### src/design/hvpg_pkg.sv
// Shared types and constants for the haptic vibration pattern generator.
// Used by hvpg_cfg, hvpg_core and the top level; no dependencies.
`timescale 1ns / 1ps
package hvpg_pkg;

    localparam int PAT_W    = 3;
    localparam int PERIOD_W = 7;
    localparam int TICK_W   = 8;
    localparam int PULSE_W  = 2;
    localparam int CFG_IDX_W = 8;
    localparam int THR_W    = 9;

    // pattern codes
    localparam logic [PAT_W-1:0] PAT_STOP      = 3'd0;
    localparam logic [PAT_W-1:0] PAT_STARTUP   = 3'd1;
    localparam logic [PAT_W-1:0] PAT_SHUTDOWN  = 3'd2;
    localparam logic [PAT_W-1:0] PAT_ONE       = 3'd3;
    localparam logic [PAT_W-1:0] PAT_TWO_FAST  = 3'd4;
    localparam logic [PAT_W-1:0] PAT_TWO_SLOW  = 3'd5;
    localparam logic [PAT_W-1:0] PAT_ENTER_STP = 3'd6;
    localparam logic [PAT_W-1:0] PAT_NONE      = 3'd7;

    // item kinds carried on tuser
    localparam logic OP_TICK    = 1'b0;
    localparam logic OP_REQUEST = 1'b1;

    // configuration register indexes
    localparam logic [CFG_IDX_W-1:0] CFG_LONG_PERIOD  = 8'd0;
    localparam logic [CFG_IDX_W-1:0] CFG_SHORT_PERIOD = 8'd1;

    localparam logic [PERIOD_W-1:0] LONG_PERIOD_RST  = 7'd50;
    localparam logic [PERIOD_W-1:0] SHORT_PERIOD_RST = 7'd20;
    localparam logic [THR_W-1:0]    EXTRA_TICKS      = 9'd50;
    localparam logic [TICK_W-1:0]   TICK_MAX         = 8'hff;
    localparam logic [PULSE_W-1:0]  PULSES_ONE       = 2'd1;
    localparam logic [PULSE_W-1:0]  PULSES_TWO       = 2'd2;

    typedef struct packed {
        logic [PAT_W-1:0]   active;
        logic [PAT_W-1:0]   started;
        logic [TICK_W-1:0]  ticks;
        logic [PULSE_W-1:0] pulses;
        logic               motor;
    } t_state;

    typedef struct packed {
        logic [PERIOD_W-1:0] long_period;
        logic [PERIOD_W-1:0] short_period;
    } t_cfg;

    typedef struct packed {
        logic busy;
        logic power_off;
        logic motor_on;
    } t_result;

endpackage

### src/design/haptic_vibration_pattern_generator.sv
// Haptic vibration pattern generator: one result per tick or pattern request.
// Result registered, valid in the cycle after its input is accepted; one item per cycle
// unless the output stalls, set by the single pattern update before the output register.
// An item is taken while a result is held if the result leaves in the same cycle.
// Synchronous active-low reset: startup pattern armed, motor off, periods 50 and 20.
`timescale 1ns / 1ps
module haptic_vibration_pattern_generator
    import hvpg_pkg::*;
(
    input  logic                 i_clk,
    input  logic                 i_rst_n,
    input  logic                 s_axis_tvalid,
    output logic                 s_axis_tready,
    input  logic [7:0]           s_axis_tdata,   // [2:0] pattern
    input  logic                 s_axis_tuser,   // [0] op
    output logic                 m_axis_tvalid,
    input  logic                 m_axis_tready,
    output logic [7:0]           m_axis_tdata,   // [0] motor_on, [1] power_off_request,
                                                 // [2] busy_res
    input  logic                 i_cfg_valid,
    output logic                 o_cfg_ready,
    input  logic [CFG_IDX_W-1:0] i_cfg_index,
    input  logic [PERIOD_W-1:0]  i_cfg_data
);

    t_cfg    cfg;
    t_state  r_state;
    t_state  n_state;
    t_result n_result;
    t_result r_result;
    logic    r_out_valid;
    logic    accept;

    hvpg_cfg u_cfg (
        .i_clk       (i_clk),
        .i_rst_n     (i_rst_n),
        .i_cfg_valid (i_cfg_valid),
        .o_cfg_ready (o_cfg_ready),
        .i_cfg_index (i_cfg_index),
        .i_cfg_data  (i_cfg_data),
        .o_cfg       (cfg)
    );

    hvpg_core u_core (
        .i_state   (r_state),
        .i_cfg     (cfg),
        .i_op      (s_axis_tuser),
        .i_pattern (s_axis_tdata[PAT_W-1:0]),
        .o_state   (n_state),
        .o_result  (n_result)
    );

    assign s_axis_tready = !r_out_valid || m_axis_tready;
    assign accept        = s_axis_tvalid && s_axis_tready;

    always_ff @(posedge i_clk) begin
        if (!i_rst_n) begin
            r_state.active  <= PAT_STARTUP;
            r_state.started <= PAT_NONE;
            r_state.ticks   <= '0;
            r_state.pulses  <= '0;
            r_state.motor   <= 1'b0;
            r_out_valid     <= 1'b0;
        end else begin
            if (accept) begin
                r_state <= n_state;
            end
            // hold the result until the transaction on the output completes
            if (accept) begin
                r_out_valid <= 1'b1;
            end else if (m_axis_tready) begin
                r_out_valid <= 1'b0;
            end
        end
    end

    always_ff @(posedge i_clk) begin
        if (accept) begin
            r_result <= n_result;
        end
    end

    assign m_axis_tvalid = r_out_valid;
    assign m_axis_tdata  = {5'b00000, r_result.busy, r_result.power_off, r_result.motor_on};

endmodule

### src/design/hvpg_cfg.sv
// Configuration registers: long and short phase periods.
// Depends on hvpg_pkg.
`timescale 1ns / 1ps
module hvpg_cfg
    import hvpg_pkg::*;
(
    input  logic                 i_clk,
    input  logic                 i_rst_n,
    input  logic                 i_cfg_valid,
    output logic                 o_cfg_ready,
    input  logic [CFG_IDX_W-1:0] i_cfg_index,
    input  logic [PERIOD_W-1:0]  i_cfg_data,
    output t_cfg                 o_cfg
);

    t_cfg r_cfg;

    assign o_cfg_ready = 1'b1;
    assign o_cfg       = r_cfg;

    always_ff @(posedge i_clk) begin
        if (!i_rst_n) begin
            r_cfg.long_period  <= LONG_PERIOD_RST;
            r_cfg.short_period <= SHORT_PERIOD_RST;
        end else if (i_cfg_valid) begin
            // writes to unknown indexes are dropped
            if (i_cfg_index == CFG_LONG_PERIOD) begin
                r_cfg.long_period <= i_cfg_data;
            end
            if (i_cfg_index == CFG_SHORT_PERIOD) begin
                r_cfg.short_period <= i_cfg_data;
            end
        end
    end

endmodule

### src/design/hvpg_core.sv
// Next-state and result logic for one tick or pattern request.
// Purely combinational; depends on hvpg_pkg.
`timescale 1ns / 1ps
module hvpg_core
    import hvpg_pkg::*;
(
    input  t_state           i_state,
    input  t_cfg             i_cfg,
    input  logic             i_op,
    input  logic [PAT_W-1:0] i_pattern,
    output t_state           o_state,
    output t_result          o_result
);

    t_state           s;
    logic             power_off;
    logic             is_pulse;
    logic [PULSE_W-1:0] load_count;
    logic [PULSE_W-1:0] dec_pulses;
    logic [THR_W-1:0] lp;
    logic [THR_W-1:0] sp;
    logic [THR_W-1:0] t9;
    logic [THR_W-1:0] on_end;
    logic [THR_W-1:0] off_end;
    logic [THR_W-1:0] long_end;

    assign lp = {2'b00, i_cfg.long_period};
    assign sp = {2'b00, i_cfg.short_period};

    always_comb begin
        s          = i_state;
        power_off  = 1'b0;
        is_pulse   = 1'b0;
        load_count = PULSES_ONE;
        on_end     = sp;
        off_end    = sp + 9'd1;
        long_end   = lp + EXTRA_TICKS;
        dec_pulses = '0;
        t9         = '0;

        // apply the item: a request other than PAT_NONE swaps the pattern, a tick advances the saturating counter
        if (i_op == OP_REQUEST) begin
            if (i_pattern != PAT_NONE) begin
                s.active = i_pattern;
            end
        end else if (s.ticks != TICK_MAX) begin
            s.ticks = s.ticks + 8'd1;
        end

        unique case (s.active)
            PAT_STARTUP, PAT_SHUTDOWN: begin
                if (s.active == PAT_SHUTDOWN) begin
                    long_end = {lp[THR_W-2:0], 1'b0} + EXTRA_TICKS;
                end
                if (s.active != s.started) begin
                    s.started = s.active;
                    s.ticks   = '0;
                end
                t9 = {1'b0, s.ticks};
                if (t9 < long_end) begin
                    s.motor = 1'b1;
                end else begin
                    power_off = (s.active == PAT_SHUTDOWN);
                    s.motor   = 1'b0;
                    s.active  = PAT_STOP;
                    s.started = PAT_NONE;
                end
            end
            PAT_ONE, PAT_TWO_FAST, PAT_TWO_SLOW: begin
                is_pulse = 1'b1;
                if (s.active == PAT_TWO_FAST) begin
                    load_count = PULSES_TWO;
                    off_end    = {sp[THR_W-2:0], 1'b0};
                end else if (s.active == PAT_TWO_SLOW) begin
                    load_count = PULSES_TWO;
                    on_end     = lp;
                    off_end    = {lp[THR_W-2:0], 1'b0};
                end
                if (s.active != s.started) begin
                    s.started = s.active;
                    s.ticks   = '0;
                    s.pulses  = load_count;
                end
                t9 = {1'b0, s.ticks};
                if (t9 < on_end) begin
                    s.motor = 1'b1;
                end else if (t9 < off_end) begin
                    s.motor = 1'b0;
                end else begin
                    // period over: count down, finish when the last pulse is done
                    dec_pulses = s.pulses - 2'd1;
                    s.pulses   = dec_pulses;
                    if (dec_pulses == '0) begin
                        s.motor   = 1'b0;
                        s.active  = PAT_STOP;
                        s.started = PAT_NONE;
                    end else begin
                        s.ticks = '0;
                    end
                end
            end
            PAT_ENTER_STP: begin
                s.motor  = 1'b0;
                s.active = PAT_STOP;
            end
            default: begin
                s.motor = 1'b0;
            end
        endcase
    end

    assign o_state            = s;
    assign o_result.motor_on  = s.motor;
    assign o_result.power_off = power_off & ~is_pulse;
    assign o_result.busy      = (s.active != PAT_STOP);

endmodule

### config.mk
export PLATFORM = sky130hd
export DESIGN_NAME = haptic_vibration_pattern_generator
export DESIGN_NICKNAME = d
export VERILOG_FILES = /design/src/design/hvpg_pkg.sv /design/src/design/haptic_vibration_pattern_generator.sv /design/src/design/hvpg_cfg.sv /design/src/design/hvpg_core.sv
export SDC_FILE = /design/constraint.sdc
export NUM_CORES = 1
export LEC_CHECK = 0
export CORE_UTILIZATION = 50
export DETAILED_ROUTE_END_ITERATION = 10
export DONT_BUFFER_PORTS = 1
export GPL_TIMING_DRIVEN = 0
export HOLD_SLACK_MARGIN = 0.03
export PLACE_DENSITY = 0.65
export SKIP_LAST_GASP = 1
export SYNTH_ARGS = -nofsm -noshare
export SYNTH_HDL_FRONTEND = slang
export SYNTH_SLANG_ARGS = --single-unit
### constraint.sdc
create_clock -name i_clk -period 3.6 [get_ports i_clk]
set_input_delay 0.18 -clock i_clk [delete_from_list [all_inputs] [get_ports i_clk]]
set_output_delay 0.18 -clock i_clk [all_outputs]
set_load 0.1 [all_outputs]
; Word level (Yosys, flattened, before mapping)
; Index checks and enable logic that the tools add are counted.
[totals]
regBits = 35
input_bits = 29
output_inout_bits = 11
[op_classes]
addsub = 5
order_cmp = 3
eq_ne = 11
n_mux = 35
n_bitwise = 2
reduce_logical = 14
[op_table]
columns = op, n
row1 = 2-to-1 mux 9 bit, 7
row2 = 2-to-1 mux 16 bit, 2
row3 = less-than comparator 8 x 9 -> 1 bit, 3
row4 = 2-to-1 mux 13 bit, 2
row5 = 2-to-1 mux 8 bit, 3
row6 = 2-to-1 mux 11 bit, 2
row7 = case mux 11 bit (2 select lines), 1
row8 = 2-to-1 mux 6 bit, 2
row9 = adder 8 x 6 -> 9 bit (second input constant), 1
row10 = equality test 3 bit (second input constant), 3
row11 = 2-to-1 mux 1 bit, 9
row12 = case mux 3 bit (3 select lines), 1
row13 = adder 7 x 1 -> 8 bit (second input constant), 1
row14 = adder 7 x 6 -> 8 bit (second input constant), 1
row15 = adder 8 x 1 -> 8 bit (second input constant), 1
row16 = equality test 8 x 1 -> 1 bit (second input constant), 1
row17 = logical NOT 8 bit, 1
row18 = != test 8 bit (second input constant), 1
row19 = 2-to-1 mux 7 bit, 1
row20 = equality test 3 x 2 -> 1 bit (second input constant), 2
row21 = 2-to-1 mux 3 bit, 2
row22 = AND reduction 2 bit, 3
row23 = 2-to-1 mux 2 bit, 2
row24 = nonzero test 2 bit, 2
row25 = other kinds (16), 16

; Logic depth before layout (Yosys ltp)
[depth]
depth_word = 15
depth_mapped = 18

; Hierarchy
; A second synthesis with hierarchy kept.
[hier_totals]
cells_unflattened = 437
area_unflattened_um2 = 3434.5
[modules_own_cells]
columns = module, instances, cells_per_inst, area_each_um2, seq_area_each_um2
row1 = hvpg_core, 1, 283, 1941.9, 0.0
row2 = haptic_vibration_pattern_generator, 1, 88, 885.8, 450.4
row3 = hvpg_cfg, 1, 66, 606.8, 280.3

; Worst setup path before layout
; OpenSTA, ideal clock, no wires.
[synth_path]
path_kind = register to register
start = register r_state[16] (netlist bit)
end = register r_state[9] (netlist bit)
setup_time_ns = 0.091
t_arrival_ns = 3.271
setup_slack_ns = 0.238
stages_incl_launch_ff = 14
path_buffers = 1
cell_sequence = dfxtp_1 > and3b_1 > o21ai_0 > nor4b_4 > nand2_1 > clkbuf_1 > a211oi_1 > ha_1 > and3_1 > a221oi_1 > nand3_2 > a31oi_4 > o21ai_2 > a311oi_1
[synth_via]
elab_chain_len = 13
[synth_rtl]
columns = element, line
row1 = start: declaration, haptic_vibration_pattern_generator.sv:27  ; t_state r_state;
row2 = start signal: assignment, haptic_vibration_pattern_generator.sv:66  ; r_state <= n_state;
row3 = 2-to-1 mux 3 bit, hvpg_core.sv:43  ; if (i_pattern != PAT_NONE) begin
row4 = 2-to-1 mux 3 bit (*), hvpg_core.sv:42  ; if (i_op == OP_REQUEST) begin
row5 = equality test 3 bit, "hvpg_core.sv:50, hvpg_core.sv:74"
row6 = 2-to-1 mux 2 bit, hvpg_core.sv:74  ; end else if (s.active == PAT_TWO_SLOW) begin
row7 = 2-to-1 mux 2 bit, hvpg_core.sv:71  ; if (s.active == PAT_TWO_FAST) begin
row8 = 2-to-1 mux 13 bit, hvpg_core.sv:79  ; if (s.active != s.started) begin
row9 = 2-to-1 mux 13 bit, hvpg_core.sv:50  ; unique case (s.active)
row10 = subtractor 2 x 1 -> 2 bit, hvpg_core.sv:91  ; dec_pulses = s.pulses - 2'd1;
row11 = logical NOT 2 bit, hvpg_core.sv:93  ; if (dec_pulses == '0) begin
row12 = 2-to-1 mux 8 bit, hvpg_core.sv:93
row13 = 2-to-1 mux 16 bit, hvpg_core.sv:87  ; end else if (t9 < off_end) begin
row14 = 2-to-1 mux 16 bit, hvpg_core.sv:85  ; if (t9 < on_end) begin
row15 = case mux 11 bit (2 select lines) (*), hvpg_core.sv:50
; Mark *: on every way between the ends. The rest lies on a longest branch, timed or not. The select of a mux whose other input is x is not followed.
; A chain may end at the register's enable or synchronous reset.

==> impl_metrics.prom <==
# TYPE chip_impl_metric gauge
chip_impl_info{name="run_status",value="finished, final reports clean"} 1
chip_impl_metric{name="cts-root-to-sink-buffers",unit=""} 2
chip_impl_metric{name="cts-buffers-inserted",unit=""} 5
chip_impl_metric{name="finalNonFillerCells",unit=""} 507
chip_impl_metric{name="synth_simple_gate_area_share",unit="%"} 24.24
chip_impl_metric{name="grt_first_pass_wirelength",unit="mm"} 13.91
chip_impl_metric{name="irDropWorstVdd",unit="mV"} 0.2891
chip_impl_metric{name="dieArea",unit="um2"} 6587
chip_impl_metric{name="pre_cts_slack",unit="ns"} -0.6132
chip_impl_metric{name="critical_path.max_fanout",unit=""} 10
chip_impl_metric{name="area_fraction_in_compound_gates_after_synthesis",unit="%"} 26.04
chip_impl_metric{name="postPlaceCellArea",unit="um2"} 3242
chip_impl_info{name="critical_path_class",value="reg -> reg"} 1
chip_impl_info{name="holdCritPathClass",value="in -> reg"} 1
chip_impl_metric{name="clkLatencyLatePin",unit="ns"} 0.30
chip_impl_metric{name="yosys.area.top_type_share",unit="%"} 20.45
chip_impl_info{name="min-delay-start",value="i_rst_n"} 1
chip_impl_metric{name="ys_warn_count",unit=""} 0
chip_impl_metric{name="dieHeight",unit="um"} 81.16
chip_impl_metric{name="period_utilization",unit="%"} 96.05
chip_impl_metric{name="design_power_total",unit="mW"} 1.132
chip_impl_metric{name="final_nets",unit=""} 482
chip_impl_info{name="synthTopCellsByCount",value="sky130_fd_sc_hd__nand2_1, sky130_fd_sc_hd__nor2_1, sky130_fd_sc_hd__a21oi_1, sky130_fd_sc_hd__dfxtp_1, sky130_fd_sc_hd__ha_1"} 1
chip_impl_metric{name="initialDrtViolationCount",unit=""} 220
chip_impl_metric{name="drive_above_1_share",unit="%"} 16.90
chip_impl_metric{name="hold_viol_final",unit=""} 0
chip_impl_metric{name="drv_cap",unit=""} 0
chip_impl_metric{name="critical_path_arrival",unit="ns"} 3.50
chip_impl_metric{name="power.density",unit="nW/um2"} 310.5
chip_impl_metric{name="wl",unit="mm"} 8.736
chip_impl_metric{name="async_reset_ff_share",unit="%"} 0
chip_impl_metric{name="num_rows",unit=""} 28
chip_impl_metric{name="ff2ff_path_depth",unit=""} 15
chip_impl_info{name="ctsRootBufferMaster",value="sky130_fd_sc_hd__clkbuf_8"} 1
chip_impl_info{name="worst_r2r_endpoint",value="m_axis_tdata[2]"} 1
chip_impl_metric{name="slew-limit-headroom",unit="%"} 28.96
chip_impl_metric{name="slew_violations",unit=""} 0
chip_impl_metric{name="antenna_found_initial",unit=""} 0
chip_impl_metric{name="netlist-cell-type-count",unit=""} 68
chip_impl_metric{name="ios",unit=""} 40
chip_impl_metric{name="dieWidth",unit="um"} 81.16
chip_impl_metric{name="cp.required",unit="ns"} 3.64
chip_impl_metric{name="grt_start_max_net_pins",unit=""} 13
chip_impl_metric{name="whs",unit="ns"} 0.03567
chip_impl_metric{name="setup_viol_count_final",unit=""} 0
chip_impl_metric{name="first_global_vias",unit=""} 2922
chip_impl_metric{name="ant_nets_after_route",unit=""} 0
chip_impl_metric{name="avgViaCountPerCell",unit=""} 6.282
chip_impl_metric{name="synth.avg_cell_area",unit="um2"} 7.774
chip_impl_info{name="min_delay_endpoint",value="r_state[15]"} 1
chip_impl_metric{name="gpl.final_weighted_congestion",unit=""} 0.8853
chip_impl_info{name="cell_type_with_the_largest_total_area_after_synthesis",value="sky130_fd_sc_hd__dfxtp_1"} 1
chip_impl_metric{name="fraction_of_the_yosys_area_taken_by_sequential_cells",unit="%"} 23.32
chip_impl_metric{name="wire_per_inst",unit="um"} 17.23
chip_impl_metric{name="synthCells",unit=""} 403
chip_impl_metric{name="skew",unit="ns"} 0.007726
chip_impl_metric{name="via_count",unit=""} 3185
chip_impl_metric{name="placed_cells_incl_taps",unit=""} 482
chip_impl_metric{name="worstHoldPathCells",unit=""} 2
chip_impl_info{name="setup.worst_path.start_class",value="register"} 1
chip_impl_metric{name="drt_first_pass_iters",unit=""} 5
chip_impl_metric{name="cts_num_sinks",unit=""} 35
chip_impl_metric{name="gr-usage-all-layers",unit="%"} 27.62
chip_impl_metric{name="syn-cell-area",unit="um2"} 3133
chip_impl_metric{name="yosys_register_bits",unit=""} 35
chip_impl_info{name="yosys.cell_count.top_type",value="sky130_fd_sc_hd__nand2_1"} 1
chip_impl_metric{name="hpwl",unit="mm"} 6.273
chip_impl_metric{name="globalRoute.totalOverflow",unit=""} 0
chip_impl_info{name="critical_path_end_type",value="register"} 1
chip_impl_metric{name="setup.reg_to_reg.worst_slack",unit="ns"} 0.14
chip_impl_metric{name="cts_htree_levels",unit=""} 2
chip_impl_metric{name="floorplan.core_area",unit="um2"} 5991
chip_impl_metric{name="i_o_buffers",unit=""} 0
chip_impl_info{name="crit-reg2reg-launch",value="r_state[14]"} 1
chip_impl_metric{name="cts.clk_slew.worst_paths",unit="ns"} 0.08
chip_impl_metric{name="fin_crit",unit="ns"} 3.458
chip_impl_info{name="synthTopCellsByArea",value="sky130_fd_sc_hd__dfxtp_1, sky130_fd_sc_hd__ha_1, sky130_fd_sc_hd__mux2i_1"} 1
chip_impl_metric{name="final.fill_count",unit=""} 529
chip_impl_info{name="tritoncts",value="built"} 1
chip_impl_metric{name="post_synth_fa_ha_maj_area_fraction",unit="%"} 8.786
chip_impl_metric{name="cellLeakagePower",unit="nW"} 1.445
chip_impl_info{name="ys_dominant_reg_cell",value="sky130_fd_sc_hd__dfxtp_1"} 1
chip_impl_metric{name="antennaDiodeCount",unit=""} 0
chip_impl_metric{name="synthXorXnorAreaFrac",unit="%"} 4.712
chip_impl_metric{name="initial_cell_density_of_the_core",unit="%"} 52.30
chip_impl_metric{name="synth_edf_count",unit=""} 3
chip_impl_metric{name="cell_area_after_layout",unit="um2"} 3647
chip_impl_metric{name="drcViolationCount",unit=""} 0
chip_impl_metric{name="maximum_frequency_from_static_timing_analysis",unit="MHz"} 289.2
chip_impl_metric{name="portion_of_netlist_area_occupied_by_mux_cells",unit="%"} 7.109
chip_impl_metric{name="worst-slew-pin-transition",unit="ns"} 1.066
chip_impl_metric{name="areaGrowthSynthToFinish",unit="%"} 16.41
chip_impl_metric{name="final_critical_path_setup_slack",unit="ns"} 0.1423
chip_impl_info{name="main_combinational_cell_family_by_area_after_synthesis",value="compound AO/OA/AOI/OAI gates"} 1
==> how the worst max path moves through the flow <==
stage	startpoint	to	slack, ns	cells after the start
2_1_floorplan	r_state[16]	r_state[9]	0.24	13
3_3_place_gp	r_state[16]	r_state[9]	-0.58	13
3_5_place_dp	r_state[16]	r_state[9]	-0.61	13
4_1_cts	r_state[16]	r_state[9]	-0.04	13
5_1_grt	r_state[16]	m_axis_tdata[2]	-0.01	15
6_report	r_state[14]	m_axis_tdata[2]	0.14	15
==> per-layer routing <==
| metal | vias up | share of wire, % | GRT usage [%] |
|---|---|---|---|
| met5 | - | 0 | 0 |
| met4 | 0 | 2.2 | 9.107 |
| met3 | 15 | 5.6 | 4.607 |
| met2 | 136 | 49 | 46.13 |
| met1 | 1502 | 43 | 35.84 |
| li1 | 1532 | - | - |
==> layout make-up <==
type,count,area [um2],share of cell area (%)
tap,75,93.84,2.573
multi-input combinational,337,2377,65.18
clock inverter,3,43.79,1.201
inverter,11,41.29,1.132
timing repair buffer,16,140.1,3.842
buffer,25,147.6,4.048
sequential,35,734.5,20.14
clock buffer,5,68.82,1.887
==> critical path, stage by stage, from the launching register on <==
cell                       delay, ns
sky130_fd_sc_hd__dfxtp_1        0.36
sky130_fd_sc_hd__and3b_2        0.30
sky130_fd_sc_hd__nor3_1         0.09
sky130_fd_sc_hd__nor4b_4        0.38
sky130_fd_sc_hd__nand2_2        0.13
sky130_fd_sc_hd__buf_4          0.21
sky130_fd_sc_hd__a211oi_4       0.22
sky130_fd_sc_hd__ha_1           0.19
sky130_fd_sc_hd__and3_1         0.21
sky130_fd_sc_hd__nand3_1        0.12
sky130_fd_sc_hd__o21bai_1       0.17
sky130_fd_sc_hd__a211o_1        0.27
sky130_fd_sc_hd__nand3_4        0.11
sky130_fd_sc_hd__nand3_4        0.13
sky130_fd_sc_hd__o211ai_1       0.18
sky130_fd_sc_hd__nand3_1        0.12
==> repair_timing <==
action / CTS / global route
hold buffers: 8 / 0
cloned: 0 / 1
endpoints found under the hold margin: 10 / 0
endpoints found under the setup margin: 20 / 20
pin swaps: 1 / 6
setup buffers: 2 / 6
gates resized for setup: 8 / 38
==> sequential cells by signal (all words and copies together), names as in the netlist <==
signal / cells
m_axis_tdata: 3
m_axis_tvalid: 1
r_state: 17
u_cfg.o_cfg: 14
==> cell usage in the layout, fill, tap and decap left out, types with 4 or more instances in the layout <==
cell / instances
sky130_fd_sc_hd__a31oi_1: 10
sky130_fd_sc_hd__nor2_2: 4
sky130_fd_sc_hd__buf_4: 17
sky130_fd_sc_hd__xnor2_1: 9
sky130_fd_sc_hd__nor2_1: 36
sky130_fd_sc_hd__clkbuf_8: 5
sky130_fd_sc_hd__nand3b_1: 5
sky130_fd_sc_hd__o21ai_1: 5
sky130_fd_sc_hd__o21ai_0: 15
sky130_fd_sc_hd__nand3_1: 21
sky130_fd_sc_hd__nand2b_1: 5
sky130_fd_sc_hd__a21oi_1: 32
sky130_fd_sc_hd__inv_1: 9
sky130_fd_sc_hd__ha_1: 22
sky130_fd_sc_hd__nand2_1: 46
sky130_fd_sc_hd__clkbuf_1: 8
sky130_fd_sc_hd__xor2_1: 6
sky130_fd_sc_hd__dlygate4sd3_1: 8
sky130_fd_sc_hd__nor3_1: 8
sky130_fd_sc_hd__conb_1: 6
sky130_fd_sc_hd__dfxtp_1: 29
sky130_fd_sc_hd__a32oi_1: 4
sky130_fd_sc_hd__mux2i_1: 18
sky130_fd_sc_hd__o211ai_1: 6
==> stage by stage <==
step	setup TNS, ns	util [%]
6_report	0	60.88
3_3_place_gp	-8.143	54.11
5_1_grt	-0.01218	60.88
4_1_cts	-0.03591	58.21
3_5_place_dp	-8.369	54.11
2_1_floorplan	0	-
==> report_power, final <==
group / internal [mW] / switching [mW] / total (mW)
registers: 0.409 / 0.0405 / 0.449
clock network: 0.206 / 0.167 / 0.373
logic: 0.112 / 0.198 / 0.310
total: 0.727 / 0.405 / 1.13
==> cell families (layout without fill, tap and decap cells) <==
logic type                 count (synthesis)  after routing
and+or+nand+nor                          154            155
AOI/OAI and AO/OA                        116            116
buffers and inverters                     36             60
DFF                                       35             35
adders and majority gates                 22             22
muxes                                     22             22
xor gates and xnor gates                  16             16
other                                      2              6
(Power assumes the default switching activity.)
